<file path="src/design/thp_pkg.sv">
package thp_pkg;

  // Stream widths: input payload is 35 bits padded to 40, result payload 131 bits padded to 136.
  localparam int IN_TDATA_W  = 40;
  localparam int OUT_TDATA_W = 136;

  localparam logic [23:0] WINDOW_LIMIT_RESET = 24'd500;

  // Result status codes.
  localparam logic [2:0] ST_OK           = 3'd0;
  localparam logic [2:0] ST_FLAGS_BAD    = 3'd1;
  localparam logic [2:0] ST_OUT_OF_WIN   = 3'd2;
  localparam logic [2:0] ST_RESET        = 3'd3;
  localparam logic [2:0] ST_UNEXP_SYN    = 3'd4;

  // Result kinds.
  localparam logic KIND_HEADER = 1'b0;
  localparam logic KIND_OPTION = 1'b1;

  // One result as it travels from the front end through the queue to the output stage.
  typedef struct packed {
    logic        kind;
    logic [2:0]  status;
    logic [23:0] seq_number;
    logic [23:0] ack_number;
    logic [31:0] window_size;
    logic [3:0]  flag_bits;
    logic [3:0]  version_number;
    logic [7:0]  option_count;
    logic [7:0]  option_type;
    logic [23:0] option_info;
    logic        last;
  } res_t;

endpackage

</file>
<file path="src/design/thp_front.sv">
module thp_front (
  input  logic                           clk,
  input  logic                           rst_n,
  input  logic                           in_tvalid,
  output logic                           in_tready,
  input  logic [thp_pkg::IN_TDATA_W-1:0] in_tdata,
  input  logic                           in_tuser,
  input  logic                           cfg_valid,
  input  logic [23:0]                    cfg_data,
  input  logic                           q_full,
  output logic                           push,
  output thp_pkg::res_t                  push_res
);

  localparam logic [3:0] POS_ACK = 4'd3;
  localparam logic [3:0] POS_WIN = 4'd6;
  localparam logic [3:0] POS_FV  = 4'd10;
  localparam logic [3:0] POS_CNT = 4'd11;

  localparam logic [2:0] CTX_DATA        = 3'd0;
  localparam logic [2:0] CTX_SYN_SENT    = 3'd1;
  localparam logic [2:0] CTX_SYN_RECV    = 3'd2;
  localparam logic [2:0] CTX_SYNACK_SENT = 3'd3;
  localparam logic [2:0] CTX_FIN_SENT    = 3'd4;
  localparam logic [2:0] CTX_FINACK_SENT = 3'd5;
  localparam logic [2:0] CTX_SYN_EXP     = 3'd6;
  localparam logic [2:0] CTX_NONE        = 3'd7;

  localparam logic [3:0] FL_NONE   = 4'b0000;
  localparam logic [3:0] FL_ACK    = 4'b0010;
  localparam logic [3:0] FL_FIN    = 4'b0100;
  localparam logic [3:0] FL_FINACK = 4'b0110;
  localparam logic [3:0] FL_SYN    = 4'b1000;
  localparam logic [3:0] FL_SYNFIN = 4'b1100;

  localparam logic [3:0] VERSION_OPTIONS = 4'd3;

  logic [7:0]  data_b;
  logic [2:0]  ctx_in;
  logic [23:0] exp_in;
  logic        accept;

  logic [3:0]  pos_r, pos_nxt, pos_b;
  logic        done_r, done_nxt, done_b;
  logic [7:0]  optleft_r, optleft_nxt, optleft_b;
  logic [1:0]  slot_r, slot_nxt;
  logic [23:0] optacc_r, optacc_nxt;
  logic [23:0] seq_r, seq_nxt;
  logic [23:0] ack_r, ack_nxt;
  logic [31:0] win_r, win_nxt;
  logic [7:0]  fv_r, fv_nxt;
  logic [2:0]  ctx_r, ctx_nxt;
  logic [23:0] exp_r, exp_nxt;
  logic        oow_r, oow_nxt;
  logic [23:0] wlim_r, wlim_nxt;

  logic [24:0] win_end;
  logic [23:0] seq_dist;
  logic        oow_calc;
  logic        syn_ok;
  logic        flags_ok;
  logic [2:0]  st;
  logic [7:0]  optleft_dec;

  assign data_b = in_tdata[7:0];
  assign ctx_in = in_tdata[10:8];
  assign exp_in = in_tdata[34:11];

  assign in_tready = !q_full;
  assign accept    = in_tvalid && in_tready;

  // Window test; the upper end either fits in 24 bits or wraps modulo 2^24.
  assign win_end  = {1'b0, exp_r} + {1'b0, wlim_r};
  assign seq_dist = seq_r - exp_r;
  assign oow_calc = (seq_r != exp_r) &&
                    (win_end[24] ? (seq_dist > wlim_r) : ({1'b0, seq_r} > win_end));

  assign syn_ok = (ctx_r == CTX_SYN_SENT) || (ctx_r == CTX_SYN_EXP);

  always_comb begin
    unique case (ctx_r)
      CTX_DATA, CTX_SYN_RECV: flags_ok = (fv_r[7:4] == FL_ACK) || (fv_r[7:4] == FL_NONE);
      CTX_SYN_SENT:           flags_ok = (fv_r[7:4] == FL_SYNFIN);
      CTX_SYNACK_SENT:        flags_ok = (fv_r[7:4] == FL_FIN);
      CTX_FIN_SENT:           flags_ok = (fv_r[7:4] == FL_FINACK) || (fv_r[7:4] == FL_NONE) ||
                                         (fv_r[7:4] == FL_ACK);
      CTX_FINACK_SENT:        flags_ok = (fv_r[7:4] == FL_FINACK);
      CTX_SYN_EXP:            flags_ok = (fv_r[7:4] == FL_SYN);
      CTX_NONE:               flags_ok = 1'b1;
      default:                flags_ok = 1'b1;
    endcase
  end

  always_comb begin
    if (!syn_ok && oow_r) begin
      st = thp_pkg::ST_OUT_OF_WIN;
    end else if (fv_r[4]) begin
      st = thp_pkg::ST_RESET;
    end else if (fv_r[7] && !syn_ok) begin
      st = thp_pkg::ST_UNEXP_SYN;
    end else if (!flags_ok) begin
      st = thp_pkg::ST_FLAGS_BAD;
    end else begin
      st = thp_pkg::ST_OK;
    end
  end

  assign optleft_dec = optleft_r - 8'd1;

  always_comb begin
    pos_nxt     = pos_r;
    done_nxt    = done_r;
    optleft_nxt = optleft_r;
    slot_nxt    = slot_r;
    optacc_nxt  = optacc_r;
    seq_nxt     = seq_r;
    ack_nxt     = ack_r;
    win_nxt     = win_r;
    fv_nxt      = fv_r;
    ctx_nxt     = ctx_r;
    exp_nxt     = exp_r;
    oow_nxt     = oow_r;
    wlim_nxt    = cfg_valid ? cfg_data : wlim_r;
    push        = 1'b0;
    push_res    = '0;

    pos_b     = in_tuser ? 4'd0 : pos_r;
    done_b    = in_tuser ? 1'b0 : done_r;
    optleft_b = in_tuser ? 8'd0 : optleft_r;

    if (accept) begin
      if (in_tuser) begin
        pos_nxt     = 4'd0;
        done_nxt    = 1'b0;
        optleft_nxt = 8'd0;
        ctx_nxt     = ctx_in;
        exp_nxt     = exp_in;
      end
      if (!done_b) begin
        pos_nxt = pos_b + 4'd1;
        unique case (pos_b) inside
          [4'd0:POS_ACK-4'd1]: seq_nxt = {seq_r[15:0], data_b};
          [POS_ACK:POS_WIN-4'd1]: ack_nxt = {ack_r[15:0], data_b};
          [POS_WIN:POS_FV-4'd1]: win_nxt = {win_r[23:0], data_b};
          POS_FV: begin
            fv_nxt  = data_b;
            oow_nxt = oow_calc;
          end
          default: begin
            // Option count byte: the header result goes out now.
            pos_nxt     = POS_CNT;
            optleft_nxt = ((st == thp_pkg::ST_OK) && (fv_r[3:0] == VERSION_OPTIONS)) ?
                          data_b : 8'd0;
            done_nxt    = 1'b1;
            slot_nxt    = 2'd0;
            push        = 1'b1;
            push_res.kind           = thp_pkg::KIND_HEADER;
            push_res.status         = st;
            push_res.seq_number     = seq_r;
            push_res.ack_number     = ack_r;
            push_res.window_size    = win_r;
            push_res.flag_bits      = fv_r[7:4];
            push_res.version_number = fv_r[3:0];
            push_res.option_count   = optleft_nxt;
            push_res.last           = (optleft_nxt == 8'd0);
          end
        endcase
      end else if (optleft_b != 8'd0) begin
        optacc_nxt = {optacc_r[15:0], data_b};
        slot_nxt   = slot_r + 2'd1;
        if (slot_r == 2'd3) begin
          optleft_nxt = optleft_dec;
          push        = 1'b1;
          push_res.kind           = thp_pkg::KIND_OPTION;
          push_res.status         = thp_pkg::ST_OK;
          push_res.seq_number     = seq_r;
          push_res.ack_number     = ack_r;
          push_res.window_size    = win_r;
          push_res.flag_bits      = fv_r[7:4];
          push_res.version_number = fv_r[3:0];
          push_res.option_count   = 8'd0;
          push_res.option_type    = optacc_r[23:16];
          push_res.option_info    = {optacc_r[15:0], data_b};
          push_res.last           = (optleft_dec == 8'd0);
        end
      end
    end
  end

  always_ff @(posedge clk) begin
    if (!rst_n) begin
      pos_r     <= 4'd0;
      done_r    <= 1'b0;
      optleft_r <= 8'd0;
      slot_r    <= 2'd0;
      ctx_r     <= CTX_NONE;
      exp_r     <= 24'd0;
      wlim_r    <= thp_pkg::WINDOW_LIMIT_RESET;
    end else begin
      pos_r     <= pos_nxt;
      done_r    <= done_nxt;
      optleft_r <= optleft_nxt;
      slot_r    <= slot_nxt;
      ctx_r     <= ctx_nxt;
      exp_r     <= exp_nxt;
      wlim_r    <= wlim_nxt;
    end
  end

  always_ff @(posedge clk) begin
    optacc_r <= optacc_nxt;
    seq_r    <= seq_nxt;
    ack_r    <= ack_nxt;
    win_r    <= win_nxt;
    fv_r     <= fv_nxt;
    oow_r    <= oow_nxt;
  end

endmodule

</file>
<file path="src/design/thp_queue.sv">
module thp_queue #(
  parameter int DEPTH = 4
) (
  input  logic          clk,
  input  logic          rst_n,
  input  logic          push,
  input  thp_pkg::res_t push_res,
  output logic          full,
  input  logic          pop,
  output logic          q_valid,
  output thp_pkg::res_t q_res
);

  localparam int PTR_W = (DEPTH > 1) ? $clog2(DEPTH) : 1;
  localparam int CNT_W = $clog2(DEPTH + 1);

  thp_pkg::res_t entry_r [DEPTH];
  logic [PTR_W-1:0] wr_ptr_r, wr_ptr_nxt;
  logic [PTR_W-1:0] rd_ptr_r, rd_ptr_nxt;
  logic [CNT_W-1:0] count_r, count_nxt;
  logic             do_pop;

  assign full    = (count_r == CNT_W'(DEPTH));
  assign q_valid = (count_r != '0);
  assign q_res   = entry_r[rd_ptr_r];
  assign do_pop  = pop && q_valid;

  always_comb begin
    wr_ptr_nxt = wr_ptr_r;
    rd_ptr_nxt = rd_ptr_r;
    count_nxt  = count_r;
    if (push) begin
      wr_ptr_nxt = (wr_ptr_r == PTR_W'(DEPTH - 1)) ? '0 : wr_ptr_r + 1'b1;
    end
    if (do_pop) begin
      rd_ptr_nxt = (rd_ptr_r == PTR_W'(DEPTH - 1)) ? '0 : rd_ptr_r + 1'b1;
    end
    if (push && !do_pop) begin
      count_nxt = count_r + 1'b1;
    end else if (!push && do_pop) begin
      count_nxt = count_r - 1'b1;
    end
  end

  always_ff @(posedge clk) begin
    if (!rst_n) begin
      wr_ptr_r <= '0;
      rd_ptr_r <= '0;
      count_r  <= '0;
    end else begin
      wr_ptr_r <= wr_ptr_nxt;
      rd_ptr_r <= rd_ptr_nxt;
      count_r  <= count_nxt;
    end
  end

  always_ff @(posedge clk) begin
    if (push) begin
      entry_r[wr_ptr_r] <= push_res;
    end
  end

endmodule

</file>
<file path="src/design/thp_back.sv">
module thp_back (
  input  logic                            clk,
  input  logic                            rst_n,
  input  logic                            q_valid,
  input  thp_pkg::res_t                   q_res,
  output logic                            pop,
  output logic                            out_tvalid,
  input  logic                            out_tready,
  output logic [thp_pkg::OUT_TDATA_W-1:0] out_tdata,
  output logic                            out_tuser,
  output logic                            out_tlast
);

  logic                            valid_r, valid_nxt;
  logic [thp_pkg::OUT_TDATA_W-1:0] data_r, data_nxt;
  logic                            kind_r, kind_nxt;
  logic                            last_r, last_nxt;

  assign pop = q_valid && (!valid_r || out_tready);

  always_comb begin
    valid_nxt = valid_r;
    data_nxt  = data_r;
    kind_nxt  = kind_r;
    last_nxt  = last_r;
    if (pop) begin
      valid_nxt = 1'b1;
      data_nxt  = {5'd0, q_res.option_info, q_res.option_type, q_res.option_count,
                   q_res.version_number, q_res.flag_bits, q_res.window_size,
                   q_res.ack_number, q_res.seq_number, q_res.status};
      kind_nxt  = q_res.kind;
      last_nxt  = q_res.last;
    end else if (out_tready) begin
      valid_nxt = 1'b0;
    end
  end

  always_ff @(posedge clk) begin
    if (!rst_n) begin
      valid_r <= 1'b0;
    end else begin
      valid_r <= valid_nxt;
    end
  end

  always_ff @(posedge clk) begin
    data_r <= data_nxt;
    kind_r <= kind_nxt;
    last_r <= last_nxt;
  end

  assign out_tvalid = valid_r;
  assign out_tdata  = data_r;
  assign out_tuser  = kind_r;
  assign out_tlast  = last_r;

endmodule

</file>
<file path="src/design/transport_header_parser_unit.sv">
// Transport header parser.
// The input stream carries one header byte per request. in_tuser marks the first byte of a
// header; with that byte the block also samples the connection phase and the expected
// sequence number from in_tdata. Bytes 0-2 are the sequence number, 3-5 the acknowledgement,
// 6-9 the window, byte 10 flags and version, byte 11 the option count. On byte 11 one header
// result leaves on the output stream; with ok status and version 3 one option result follows
// for every further group of four bytes, up to the option count. out_tuser tells header (0)
// from option (1) results and out_tlast marks the final result of a header.
// The configuration channel writes the 24-bit window limit; it is always ready. The user must
// write it only while no header is in flight; the block itself does not enforce this.
// Throughput: one byte per cycle while the queue is not full. The front end parses a byte in
// the cycle it is accepted and writes any result into a small queue; the output stage moves
// it into the register that drives out_tvalid once that register is empty or being read.
// When the receiver stalls, results collect in the queue and in_tready falls only once the
// queue is full; bytes that produce no result are then held off too.
// Reset clears the parser to the start of a header with phase "none", expected sequence 0 and
// window limit 500, and empties the queue and the output stage.
module transport_header_parser_unit #(
  parameter int QUEUE_DEPTH = 4
) (
  input  logic                            clk,
  input  logic                            rst_n,
  // in_tdata from bit 0: data_byte[7:0], context_req[10:8], expected_seq[34:11], zero pad
  input  logic                            in_tvalid,
  output logic                            in_tready,
  input  logic [thp_pkg::IN_TDATA_W-1:0]  in_tdata,
  // in_tuser: start_of_packet
  input  logic                            in_tuser,
  // out_tdata from bit 0: status[2:0], seq_number[26:3], ack_number[50:27],
  // window_size[82:51], flag_bits[86:83], version_number[90:87], option_count[98:91],
  // option_type[106:99], option_info[130:107], zero pad
  output logic                            out_tvalid,
  input  logic                            out_tready,
  output logic [thp_pkg::OUT_TDATA_W-1:0] out_tdata,
  // out_tuser: kind
  output logic                            out_tuser,
  output logic                            out_tlast,
  input  logic                            cfg_valid,
  output logic                            cfg_ready,
  input  logic [23:0]                     cfg_data
);

  logic          q_full;
  logic          push;
  thp_pkg::res_t push_res;
  logic          pop;
  logic          q_valid;
  thp_pkg::res_t q_res;

  // The window limit register accepts a write in any cycle.
  assign cfg_ready = 1'b1;

  thp_front u_front (
    .clk       (clk),
    .rst_n     (rst_n),
    .in_tvalid (in_tvalid),
    .in_tready (in_tready),
    .in_tdata  (in_tdata),
    .in_tuser  (in_tuser),
    .cfg_valid (cfg_valid),
    .cfg_data  (cfg_data),
    .q_full    (q_full),
    .push      (push),
    .push_res  (push_res)
  );

  // Results waiting for the output stage; lets parsing continue while the receiver stalls.
  thp_queue #(
    .DEPTH (QUEUE_DEPTH)
  ) u_queue (
    .clk      (clk),
    .rst_n    (rst_n),
    .push     (push),
    .push_res (push_res),
    .full     (q_full),
    .pop      (pop),
    .q_valid  (q_valid),
    .q_res    (q_res)
  );

  thp_back u_back (
    .clk        (clk),
    .rst_n      (rst_n),
    .q_valid    (q_valid),
    .q_res      (q_res),
    .pop        (pop),
    .out_tvalid (out_tvalid),
    .out_tready (out_tready),
    .out_tdata  (out_tdata),
    .out_tuser  (out_tuser),
    .out_tlast  (out_tlast)
  );

endmodule

</file>
<file path="config.mk">
export PLATFORM = sky130hd
export DESIGN_NAME = transport_header_parser_unit
export DESIGN_NICKNAME = d
export VERILOG_FILES = /design/src/design/thp_pkg.sv /design/src/design/thp_front.sv /design/src/design/thp_queue.sv /design/src/design/thp_back.sv /design/src/design/transport_header_parser_unit.sv
export SDC_FILE = /design/constraint.sdc
export NUM_CORES = 1
export LEC_CHECK = 0
export ABC_AREA = 1
export BUFFER_PORTS_ARGS = -buffer_cell sky130_fd_sc_hd__clkbuf_2
export CORE_MARGIN = 5
export CORE_UTILIZATION = 43
export DETAILED_ROUTE_END_ITERATION = 8
export PLACE_DENSITY = 0.61
export SLEW_MARGIN = 15
export SYNTH_ARGS = -nofsm -noshare
export SYNTH_HDL_FRONTEND = slang
export SYNTH_SLANG_ARGS = --single-unit
</file>
<file path="constraint.sdc">
create_clock -name clk -period 24.4 [get_ports clk]
set_clock_uncertainty 0.05 [all_clocks]
set_input_delay 3.66 -clock clk [delete_from_list [all_inputs] [get_ports clk]]
set_output_delay 3.66 -clock clk [all_outputs]
set_load 0.01 [all_outputs]
</file>
# --- After elaboration in Yosys (flattened, before gate mapping) ---
# Memory sizes are Yosys's and may differ from the RTL's. A register that Yosys moved wholly into a read port is not among the register bits.
# Index checks and enable logic that the tools add are counted.
classes:
  add_sub_neg: 9
  mul: 0
  n_div: 0
  n_lt_le_gt_ge: 8
  n_eq_ne: 21
  shift: 0
  n_mux: 41
  bitwise_logic: 1
  n_reduce_logical: 40
op_table:
  columns: ["op", "count"]
  rows:
  - ["two-way mux 133 bit", 3]
  - ["two-way mux 100 bit", 1]
  - ["two-way mux 99 bit", 1]
  - ["two-way mux 8 bit", 6]
  - ["two-way mux 32 bit", 1]
  - ["adder 24 x 24 -> 25 bit", 1]
  - ["greater-than comparator 24 x 25 -> 1 bit", 1]
  - ["greater-than comparator 24 bit", 1]
  - ["inequality test 24 bit", 1]
  - ["subtractor 24 bit", 1]
  - ["AND reduction 3 bit", 6]
  - ["logical NOT 8 bit", 2]
  - ["equality test 3 bit, second input constant", 5]
  - ["two-way mux 1 bit", 15]
  - ["two-way mux 3 bit", 5]
  - ["equality test 4 bit, second input constant", 3]
  - ["logical AND 1 bit", 12]
  - ["two-way mux 4 bit", 3]
  - ["two-way mux 2 bit", 5]
  - ["equality test 4 x 2 -> 1 bit, second input constant", 2]
  - ["equality test 4 x 3 -> 1 bit, second input constant", 2]
  - ["nonzero test 8 bit", 1]
  - ["subtractor 8 x 1 -> 8 bit, second input constant", 1]
  - ["case mux 1 bit (7 select lines)", 1]
  - ["25 further kinds", 40]
totals:
  register_bits: 187
  latch_bits: 0
  ram_bits: 532
  romBits: 0
  output_inout_bits: 141
  elab_cells: 138
  memories: 1
mem_list:
  columns: ["name", "depth", "width", "rd", "rd_clocked_by_memory_dff", "wr", "line", "rtl"]
  rows:
  - ["u_queue.entry_r", 4, 133, 1, 1, 1, "thp_queue.sv:17", "thp_pkg::res_t entry_r [DEPTH];"]

# --- Logic depth before layout (Yosys ltp) ---
logic_depth:
  word_depth: 15
  depth_mapped: 25

# --- By module ---
# A second synthesis with hierarchy kept.
unflattened:
  cells_unflattened: 2917
  hier_area_um2: 35759.3
by_module_without_submodules:
  columns: ["module", "instances", "cells_per_inst", "area_per_inst_um2", "seq_area_each_um2"]
  rows:
  - ["thp_queue", 1, 1349, 20195.6, 16155.5]
  - ["thp_front", 1, 1420, 11466.0, 4714.5]
  - ["thp_back", 1, 146, 4086.4, 4013.8]
  - ["transport_header_parser_unit", 1, 2, 11.3, 0.0]

# --- Least setup slack after synthesis ---
# Ideal clock, no wire load.
synth_path:
  path_kind: "input port to flip-flop"
  startpoint: "in out_tready"
  endpoint: "reg u_queue.count_r[1]"
  setup_time_ns: 0.121
  t_arrival_ns: 12.497
  required_ns: 24.229
  setup_slack_ns: 11.733
  cell_stages: 8
  n_path_buf: 0
  path_cell_list: "nor2_1 a31oi_1 inv_1 ha_1 inv_1 fa_1 o21ai_0 a21oi_1"
synth_between:
  elab_chain_len: 6
synth_rtl:
  columns: ["item", "line", "rtl"]
  rows:
  - ["start, declared", "transport_header_parser_unit.sv:33", "input logic out_tready,"]
  - ["logical OR 1 bit", "thp_back.sv:19", "assign pop = q_valid && (!valid_r || out_tready);"]
  - ["logical AND 1 bit", "thp_back.sv:19", null]
  - ["net pop", "transport_header_parser_unit.sv:46", "logic pop;"]
  - ["logical AND 1 bit", "thp_queue.sv:26", "assign do_pop = pop && q_valid;"]
  - ["logical NOT 1 bit", "thp_queue.sv:38", "if (push && !do_pop) begin"]
  - ["logical AND 1 bit", "thp_queue.sv:38", null]
  - ["two-way mux 3 bit", "thp_queue.sv:38", null]
  - ["net u_queue.count_nxt[1]", "thp_queue.sv:20", "logic [CNT_W-1:0] count_r, count_nxt;"]
  - ["end signal, assigned", "thp_queue.sv:53", "count_r <= count_nxt;"]
  - ["end, declared", "thp_queue.sv:20", null]
# The timed path passes the listed nets, and every way through them passes these cells.
# A chain may end at the register's enable or synchronous reset.

# --- Final worst setup path ---
layout_path:
  startpoint: "in in_tuser"
  endpoint: "mem u_queue.entry_r[3][88] (netlist bit), enable pin"
layout_between:
  elab_chain_len: 9
layout_rtl:
  columns: ["item", "line", "rtl"]
  rows:
  - ["start, declared", "transport_header_parser_unit.sv:28", "input logic in_tuser,"]
  - ["two-way mux 4 bit", null, null]
  - ["greater-or-equal comparator 4 x 3 -> 1 bit (no source line), or another cell as far along", null, null]
  - ["logical AND 1 bit (no source line)", null, null]
  - ["OR reduction 4 bit (no source line)", null, null]
  - ["two-way mux 1 bit", null, null]
  - ["two-way mux 1 bit (*)", "thp_front.sv:139", "if (!done_b) begin"]
  - ["two-way mux 1 bit (*)", "thp_front.sv:131", "if (accept) begin"]
  - ["net push", "transport_header_parser_unit.sv:44", "logic push;"]
  - ["two-way mux 1 bit (*)", "thp_queue.sv:58", "if (push) begin"]
  - ["two-way mux 1 bit (implied by the code) (*)", "thp_queue.sv:59", "entry_r[wr_ptr_r] <= push_res;"]
  - ["end, declared", "thp_queue.sv:17", null]
# Mark *: on every way through the listed nets, which the timed path passes. The rest lies on a longest branch.

==> impl_metrics.ini <==
[run_status]
status = complete, no violations

[die]
num_rows = 105
core-area_mm2 = 0.0818
dieHeight_um = 297
fp.dieW_um = 297
initial_core_util_pct = 43.3
io_pins = 211
die_area_mm2 = 0.0882

[clock_tree]
tritoncts = done
cts_root_buf = clkbuf_16
hold_buffers = 0
h-tree-depth = 3
cts_setup_buffers = 0
ctsResizeCount = 0
cts_buffer_depth = 3
cts_inserted_buffers = 87
clk_pin_slew_ns = 0.06
clock_sinks = 852
clk_latency_ns = 0.64

[global_routing]
track_usage_pct = 19.0
antenna_found_initial = 5
grt_pass1_wl_um = 131000
grt_start_max_net_pins = 178
grt_pass1_vias = 22200
gr-total-overflow = 0

[finish]
final_cells = 4146
area_growth_pct = 13.2
drive_above_1_share_pct = 13.6
fin_util_pct = 49.0
num-nets-final = 3192

[placed_design]
gp_congestion = 0.840
port_buffers = 199
pre_cts_slack_ns = 15.24
hpwl_um = 52900
placed_cells = 3992

[worst_hold_path]
hold_path_startpoint = u_front.ack_r[13]
hp-class = reg -> reg
min_to = u_front.ack_r[21]
holdPathStages = 0

[yosys]
synth_cell_types = 48
netlist_instances = 2824
synth_commonest_cells = edfxtp_1 (778), nor2_1 (414), o21ai_0 (365), inv_1 (253), nand2_1 (169)
dominantRegCellSynth = edfxtp_1
syn_avg_cell_area_um2 = 12.5
netlist_area_mm2 = 0.0354
async_reset_ff_share_pct = 0
synth_most_common_cell = edfxtp_1
synth_area_leader_cell = edfxtp_1
synth.area.top_cells = edfxtp_1 (66%), o21ai_0 (5.2%), nor2_1 (4.4%), dfxtp_1 (4.2%), ha_1 (3.8%)
ys_warn_count = 0
synth_edf_count = 778
ys_ff_latch = 852
seq_area_frac_synth_pct = 70.2
yosys.area.top_type_share_pct = 66.0

[worst_setup_path]
crit_required_ns = 24.59
start_kind = input port
crit_family = buffers and inverters
r2r_start = u_front.pos_r[1]
worstPathCellList = clkbuf_2 > inv_4 > nand2_1 > inv_1 > ha_1 > nor2_1 > nand2_1 > nand2_1 > nor2_1 > inv_1 > nand4_4 > nand2_4 > nand2_4 > a21oi_4 > inv_6 > nor2_4 > buf_4 > buf_4
r2r_setup_slack_ns = 19.16
worst_path_max_delay_cell = buf_4
cp.arrival_ns = 8.64
path_common_cell = nand2_1
critPathBufInv = 7
critical_path_class = in -> reg
endpoint_kind = register
r2r-end = u_queue.entry_r[3][88]
worst-r2r-cell-count = 17
cp_slowest_stage_delay_ns = 0.95
critPathMaxFanout = 70

[detailed_routing]
drcViolationCount = 0
route.vias.total = 22100
via_per_inst = 5.34
wl_per_cell_um = 20.8
first_iter_violations = 1712
first_pass_iters = 6
drt_wl_total_um = 86000
ant_nets = 0

[pwr]
p_comb_share_pct = 26.9
p_sw_mw = 1.52
pwr-share-seq_pct = 45.3
p_per_area_mw_per_mm2 = 112
irDropWorstVdd_v = 0.0000697
p_leak_nw = 14.7
netSwitchingFraction_pct = 33.9
p_int_mw = 2.97
total_power_mw = 4.49
power.share.clock_pct = 27.8

[timing]
slew_headroom_pct = 23.5
max_freq_mhz = 118
hold_viol = 0
fin_tns_setup_ns = 0
setup_viol = 0
drv_slew = 0
rsz0062_at_grt = false
min_period_ns = 8.45
worst_slack_ns = 15.95
period_share_pct = 34.6
worst_pin_slew_ns = 1.15

[job]
max-cap-violations = 0
stage by stage:
stage,hold WS (ns),instance area (µm²)
after detailed placement,0.383,37400
after global routing,0.402,40100
after CTS,0.386,40100
after global placement,0.379,37400
final,0.384,40100
after floorplan,0.376,35400
layer usage:
metal,GRT usage [%],vias to the layer above,wire [µm]
li1,-,10500,-
met1,26.2,10900,38400
met2,31.8,640,41000
met3,3.32,138,4830
met4,4.55,2,1830
met5,0,-,10
power groups by stage:
stage / Clock, mW / Sequential (mW) / Combinational, mW
after floorplan: 0 / 2.09 / 0.738
after global placement: 0 / 2.07 / 1.19
after detailed placement: 0 / 2.07 / 1.23
after CTS: 1.28 / 2.04 / 1.23
after global routing: 1.34 / 2.06 / 1.35
final: 1.25 / 2.03 / 1.21
logic make-up after synthesis:
| family | Yosys count | share of synthesized area (%) |
|---|---|---|
| fa+ha+maj | 111 | 3.99 |
| other cells | 2 | 0.0212 |
| compound gates | 690 | 10.7 |
| flops | 852 | 70.2 |
| buf+inv | 384 | 4.44 |
| xor+xnor | 49 | 1.21 |
| simple gates | 736 | 9.51 |
layout make-up:
type                    instances  area (µm²)
diodes                          1        2.50
clock buffers                 109        2260
clock inverters                44         424
fillers                      7134       41800
inverters                     260         993
multi-input cells            1592        9080
flip-flops and latches        852       24900
well taps                    1070        1340
repair buffers                218        1140
flip-flops by register name, summed over array words and instances (netlist names), 4 cells and up:
name	count
u_queue.entry_r	532
u_front.ack_r	24
u_front.wlim_r	24
u_front.fv_r	8
u_front.optacc_r	24
u_front.exp_r	24
u_front.pos_r	4
u_front.seq_r	24
u_front.win_r	32
u_back.out_tdata	131
u_front.optleft_r	8
how the worst max path moves through the flow:
stage	to	from	depth (start not counted)
floorplan	u_queue.count_r[1]	out_tready	8
global placement	u_queue.entry_r[3][96]	in_tuser	18
detailed placement	u_queue.entry_r[3][101]	in_tuser	18
CTS	u_queue.entry_r[3][96]	in_tuser	18
global route	u_queue.entry_r[3][88]	in_tuser	18
finish	u_queue.entry_r[3][88]	in_tuser	18
cells in the final DEF (no fill, tap or decap), drive strengths merged, types with 28 or more instances in the layout:
master | Yosys | layout
o22ai | 133 | 133
clkinv | 3 | 40
nor2 | 472 | 472
inv | 257 | 259
ha | 108 | 108
o21ai | 368 | 368
xor2 | 28 | 28
edfxtp | 778 | 778
clkbuf | 99 | 308
dfxtp | 74 | 74
nand3 | 45 | 45
a21oi | 132 | 132
nand2 | 171 | 171
No activity file was read; power rests on OpenSTA's default activity.
